===== src/rtl/sentence_boundary_tracker_unit_defines.svh =====
// Assertion macros for the sentence boundary tracker.
// Included by the top level; expects clk and rst_n in scope.
`ifndef SENTENCE_BOUNDARY_TRACKER_UNIT_DEFINES_SVH
`define SENTENCE_BOUNDARY_TRACKER_UNIT_DEFINES_SVH

// Same-cycle implication, checked out of reset.
`define SBT_ASSERT_NOW(label, ante, cons, msg) \
  label: assert property (@(posedge clk) disable iff (!rst_n) (ante) |-> (cons)) \
    else $error(msg);

// Next-cycle implication, checked out of reset.
`define SBT_ASSERT_NEXT(label, ante, cons, msg) \
  label: assert property (@(posedge clk) disable iff (!rst_n) (ante) |=> (cons)) \
    else $error(msg);

`endif


===== src/rtl/sbt_pkg.sv =====
// Shared types and event codes for the sentence boundary tracker.
// No dependencies; used by sbt_step, sbt_emit and the top level.
`default_nettype none

package sbt_pkg;

  localparam logic [4:0] KIND_WORD         = 5'd0;
  localparam logic [4:0] KIND_ABBREV       = 5'd1;
  localparam logic [4:0] KIND_CONTRACTION  = 5'd2;
  localparam logic [4:0] KIND_SPLIT        = 5'd3;
  localparam logic [4:0] KIND_PUNCT        = 5'd4;
  localparam logic [4:0] KIND_PERIOD       = 5'd5;
  localparam logic [4:0] KIND_OTHER_TERM   = 5'd6;
  localparam logic [4:0] KIND_OPEN_BRACKET = 5'd7;
  localparam logic [4:0] KIND_CLOSE_BRACKET = 5'd8;
  localparam logic [4:0] KIND_AMBIG_DOUBLE = 5'd9;
  localparam logic [4:0] KIND_OPEN_DOUBLE  = 5'd10;
  localparam logic [4:0] KIND_CLOSE_DOUBLE = 5'd11;
  localparam logic [4:0] KIND_AMBIG_SINGLE = 5'd12;
  localparam logic [4:0] KIND_OPEN_SINGLE  = 5'd13;
  localparam logic [4:0] KIND_CLOSE_SINGLE = 5'd14;
  localparam logic [4:0] KIND_MONTH_DAY    = 5'd15;
  localparam logic [4:0] KIND_IGNORE       = 5'd16;
  localparam logic [4:0] KIND_END          = 5'd17;

  typedef struct packed {
    logic in_bracket;
    logic in_double;
    logic in_single;
    logic after_abbrev;
    logic after_close_punct;
    logic terminator_pending;
    logic sentence_open;
  } sbt_state_t;

  typedef struct packed {
    logic [4:0] kind;
    logic       first_upper;
    logic       first_lower;
    logic       touches_previous;
  } sbt_event_t;

  // Outcome of one event: number of results (0..3), break on the first
  // one, and whether the results are token pieces or the bare close.
  typedef struct packed {
    logic [1:0] count;
    logic       brk;
    logic       is_token;
  } sbt_result_t;

endpackage

`default_nettype wire


===== src/rtl/sbt_emit.sv =====
// Result register and piece sequencer: plays out one to three results per event.
// Depends on sbt_pkg.
`default_nettype none

module sbt_emit (
  input  logic                clk,
  input  logic                rst_n,
  input  logic                load,
  input  sbt_pkg::sbt_result_t res,
  output logic                free,
  output logic                out_valid,
  input  logic                out_stall,
  output logic                out_is_token,
  output logic [1:0]          out_piece,
  output logic                out_break_before,
  output logic                out_last
);

  logic       valid_r, valid_nxt;
  logic       tok_r, tok_nxt;
  logic [1:0] piece_r, piece_nxt;
  logic       brk_r, brk_nxt;
  logic       last_r, last_nxt;
  logic [1:0] cnt_r, cnt_nxt;
  logic       taken;

  assign taken = valid_r & ~out_stall;
  assign free  = ~valid_r | (taken & last_r);

  always_comb begin
    valid_nxt = valid_r;
    tok_nxt   = tok_r;
    piece_nxt = piece_r;
    brk_nxt   = brk_r;
    last_nxt  = last_r;
    cnt_nxt   = cnt_r;
    if (load) begin
      valid_nxt = 1'b1;
      tok_nxt   = res.is_token;
      piece_nxt = 2'd0;
      brk_nxt   = res.brk;
      last_nxt  = (res.count == 2'd1);
      cnt_nxt   = res.count;
    end else if (taken) begin
      if (last_r) begin
        valid_nxt = 1'b0;
      end else begin
        // later pieces never carry a break
        piece_nxt = piece_r + 2'd1;
        brk_nxt   = 1'b0;
        last_nxt  = ((piece_r + 2'd2) == cnt_r);
      end
    end
  end

  always_ff @(posedge clk) begin
    if (!rst_n) begin
      valid_r <= 1'b0;
    end else begin
      valid_r <= valid_nxt;
    end
  end

  always_ff @(posedge clk) begin
    tok_r   <= tok_nxt;
    piece_r <= piece_nxt;
    brk_r   <= brk_nxt;
    last_r  <= last_nxt;
    cnt_r   <= cnt_nxt;
  end

  assign out_valid        = valid_r;
  assign out_is_token     = tok_r;
  assign out_piece        = piece_r;
  assign out_break_before = brk_r;
  assign out_last         = last_r;

endmodule

`default_nettype wire


===== config.mk =====
export PLATFORM = sky130hd
export DESIGN_NAME = sbt_emit
export DESIGN_NICKNAME = d
export VERILOG_FILES = /design/src/rtl/sentence_boundary_tracker_unit_defines.svh /design/src/rtl/sbt_pkg.sv /design/src/rtl/sbt_emit.sv
export SDC_FILE = /design/constraint.sdc
export NUM_CORES = 1
export LEC_CHECK = 0
export ABC_AREA = 1
export BUFFER_PORTS_ARGS = -buffer_cell sky130_fd_sc_hd__buf_2
export CORE_AREA = 2 2 39 41
export DETAILED_ROUTE_END_ITERATION = 7
export DIE_AREA = 0 0 41 43
export GPL_ROUTABILITY_DRIVEN = 0
export PLACE_DENSITY = 0.57
export SKIP_CTS_REPAIR_TIMING = 1
export SYNTH_ARGS = -nofsm -noshare
export SYNTH_HDL_FRONTEND = slang
export SYNTH_SLANG_ARGS = --single-unit

===== constraint.sdc =====
create_clock -name clk -period 1.4 [get_ports clk]
set_clock_uncertainty 0.2 [all_clocks]
set_input_delay 0.07 -clock clk [delete_from_list [all_inputs] [get_ports clk]]
set_output_delay 0.07 -clock clk [all_outputs]
set_load 0.02 [all_outputs]

Word level (Yosys, flattened, before mapping)
Index checks and enable logic that the tools add are counted.

Flip-flop bits (word level): 8. Input bits: 8. Logic and storage cells: 31.

Add/subtract/negate cells: 2. Eq/ne operators: 3. Muxes and demuxes: 9. Bitwise gates (word level): 6. Reduce and logical (&&, ||, !) cells: 5.

Operators by type and width (number): two-way mux 1 bit (9); AND reduction 2 bit (3); nonzero test 2 bit (2); NOT 1 bit (3); adder 2 x 1 -> 2 bit, second input constant (1); adder 2 bit, second input constant (1); bitwise AND 1 bit (2); == test 2 x 1 -> 1 bit, second input constant (1); == test 2 bit (1); inequality test 2 bit, second input constant (1); OR 1 bit (1).

Logic depth before layout (Yosys ltp)
Depth in word-level cells: 5. Depth in mapped cells: 5. Gate-level depth less buffers: 5.

Worst setup path before layout
OpenSTA, ideal clock, no wires.

Path type: reg2reg. Start point: register last_r (netlist: out_last). End point: register valid_r (netlist: out_valid). Library setup time: 0.141 ns. Data arrival time: 1.030 ns. Required time: 1.059 ns. Setup slack: 0.029 ns. Stages on the path, launching flop included: 4. Path buffers: 0. Period minus slack after synthesis: 1.371 ns. Path through: edfxtp_1 -> inv_2 -> o21ai_1 -> a21boi_1.

Word-level cells in the longest chain between the ends: 2.

RTL lines: from (decl) (RTL line sbt_emit.sv:23) `logic last_r, last_nxt;`; from (signal assigned) (RTL line sbt_emit.sv:68) `last_r <= last_nxt;`; nonzero test 2 bit (no line); AND reduction 2 bit (no line); to (signal assigned) (RTL line sbt_emit.sv:60) `valid_r <= valid_nxt;`; to (decl) (RTL line sbt_emit.sv:19) `logic valid_r, valid_nxt;`.

No other way between the ends. A chain may end at the register's enable or synchronous reset.

Worst setup path after layout
Start point: register last_r (netlist: out_last). End point: output free.

Word-level cells in the longest chain between the ends: 2.

RTL lines: bitwise AND 1 bit (RTL line sbt_emit.sv:28) `assign free = ~valid_r | (taken & last_r);`; OR 1 bit (RTL line sbt_emit.sv:28); to (decl) (RTL line sbt_emit.sv:10) `output logic free,`.

No other way between the ends.

==> results.tsv <==
stage	metric	value	unit
yosys	ys_seq_area_share	57.3	%
sta	rsz0062_at_grt	no	
die	start_util	26.5	%
sta	slew_viol_final	0	
drt	routed_wl	860	microns
critical_path	path_max_fanout	3	
sta	fin_hold_ws	-0.0644	ns
global_routing	antenna_found_initial	0	
layout	nNetsFinal	78	
critical_path	endpoint_kind	primary output	
global_routing	overflow	0	
sta	tightest_slew	0.180	ns
sta	hold_violations	2	
sta	fin_setup_tns	0	ns
drt	viasPerCell	4.32	
clock_tree	cts_buffer_depth	2	
placement	dp_hpwl	613	microns
critical_path	slowest_stage	edfxtp_1	
worst_hold_path	hold_class	primary input to flip-flop	
sta	period_share	93.8	%
yosys	ys_warn_count	0	
clock_tree	clk_pin_slew	0.06	ns
drt	wire_per_inst	10.1	microns
critical_path	slowest_delay	0.39	ns
power	leakagePower	0.275	nW
layout	fin_cells	85	
die	rows	14	
sta	fin_crit	1.31	ns
layout	areaGrowthSynthToFinish	54.9	%
critical_path	cp-start-kind	flip-flop	
critical_path	crit_arrival	1.04	ns
flow_run	maxCapViolations	0	
critical_path	path_class	flip-flop to primary output	
die	io-pin-count	15	
global_routing	track_usage	10.6	%
yosys	ys_types	14	
global_routing	grt_pass1_wl	1.21	mm
status	violations	negative hold slack	
global_routing	grt_pass1_vias	310	
drt	ant_nets	0	
critical_path	crit_start	out_last	
power	total_power	0.575	mW
die	die_w	41	microns
worst_hold_path	hold_path.startpoint	out_stall	
power	ir_drop	435	uV
drt	dr.pass1.iters	5	
sta	clock.fmax	761	MHz
critical_path	path_cells	inv_2 -> o21ai_1 -> buf_2	
layout	antenna-diode-count	0	
clock_tree	clock-root-buffer	clkbuf_4	
die	die_area	0.00176	sq mm
yosys	yosys_register_bits	8	
clock_tree	cts_sinks	8	
critical_path	reg2reg_from	out_last	
clock_tree	h-tree-depth	1	
yosys	synthesis.area	367	sq um
clock_tree	clk_latency	0.26	ns
drt	route.detailed.drc	0	
die	die_h	43	microns
yosys	synth_fp_nets	50	
sta	setup_violations	0	
sta	slew_headroom	88.0	%
clock_tree	cts_tree	built	
status	status	finished, violations left	
placement	port_buffers	14	
drt	vias	367	
drt	drtIter0Drc	8	
yosys	syn_inst	42	
placement	placed_cells	72	
clock_tree	numCtsBuffers	3	
power	p_per_area	1010	mW/mm^2
yosys	avgSynthCellArea	8.73	sq um
global_routing	grt_max_degree	7	
die	core_area	0.00138	sq mm
critical_path	ff2ff_setup_slack	0.14	ns
layout	drive_gt1_share	39.1	%
critical_path	cp_data_required_time	1.13	ns
final cells by class:
class	count	area (sq um)
clock buffer	4	26.3
fill	147	816
inverter	9	33.8
multi-input combinational	25	123
sequential	8	210
tap	16	20.0
timing repair buffer	23	155
Yosys cell counts, drive strengths merged:
| cell | number | area share, % |
|---|---|---|
| dfxtp | 3 | 16 |
| inv | 9 | 9.2 |
| nand3 | 1 | 1.4 |
| a21oi | 4 | 6.5 |
| edfxtp | 5 | 41 |
| nor2 | 4 | 6.8 |
| a21boi | 1 | 2.0 |
| nand2 | 13 | 14 |
| o21ai | 2 | 2.7 |
where the power goes:
| group | internal [mW] | total, mW | switching (mW) |
|---|---|---|---|
| clock network | 0.109 | 0.191 | 0.0816 |
| logic | 0.0479 | 0.106 | 0.0580 |
| registers | 0.269 | 0.278 | 0.00943 |
| total | 0.426 | 0.575 | 0.149 |
metrics by stage:
step / setup slack [ns] / area (sq um) / util, %
2_1_floorplan: 0.0294 / 367 / -
3_3_place_gp: 0.246 / 457 / 33.0
3_5_place_dp: 0.254 / 457 / 33.0
4_1_cts: 0.0321 / 483 / 34.9
5_1_grt: 0.0157 / 568 / 41.0
6_report: 0.0866 / 568 / 41.0
placed cells by master (no fill, tap or decap), types with 2 or more instances in the layout:
cell,instances
inv_1,5
nor2_1,2
buf_4,2
dfxtp_1,3
inv_2,4
edfxtp_1,5
dlygate4sd3_1,7
buf_2,14
nand2_1,12
a21oi_1,3
clkbuf_4,3
o21ai_1,2
per-layer routing:
| layer | vias to the layer above | global-route usage (%) | share of wire (%) |
|---|---|---|---|
| li1 | 186 | - | - |
| met1 | 163 | 12.1 | 41 |
| met2 | 16 | 16.6 | 53 |
| met3 | 2 | 1.57 | 5.2 |
| met4 | 0 | 8.00 | 0.35 |
| met5 | - | 0 | 0 |
flip-flops by register name, indices dropped and copies added (netlist names):
register,count
out_break_before,1
out_last,1
cnt_r,2
out_valid,1
out_piece,2
out_is_token,1
logic make-up (layout without fill, tap and decap cells):
logic type             after synthesis  after routing  share of synthesized area (%)
AO/OA/AOI/OAI                        7              7                           11.3
AND/OR/NAND/NOR                     18             18                           22.2
buffers and inverters                9             36                           9.21
flip-flops                           8              8                           57.3
final timing paths:
path | end | cells past startpoint
setup reg to reg | out_last | 3
setup / recovery | free | 3
hold / removal | out_valid | 3
hold reg to reg | out_piece[0] | 2
worst max-delay path, delay by kind of cell, from the launching register on:
family	cells	cell delay [ns]
DFF	1	0.39
buffers and inverters	2	0.25
AOI/OAI and AO/OA	1	0.15
No activity file was read; power rests on OpenSTA's default activity.
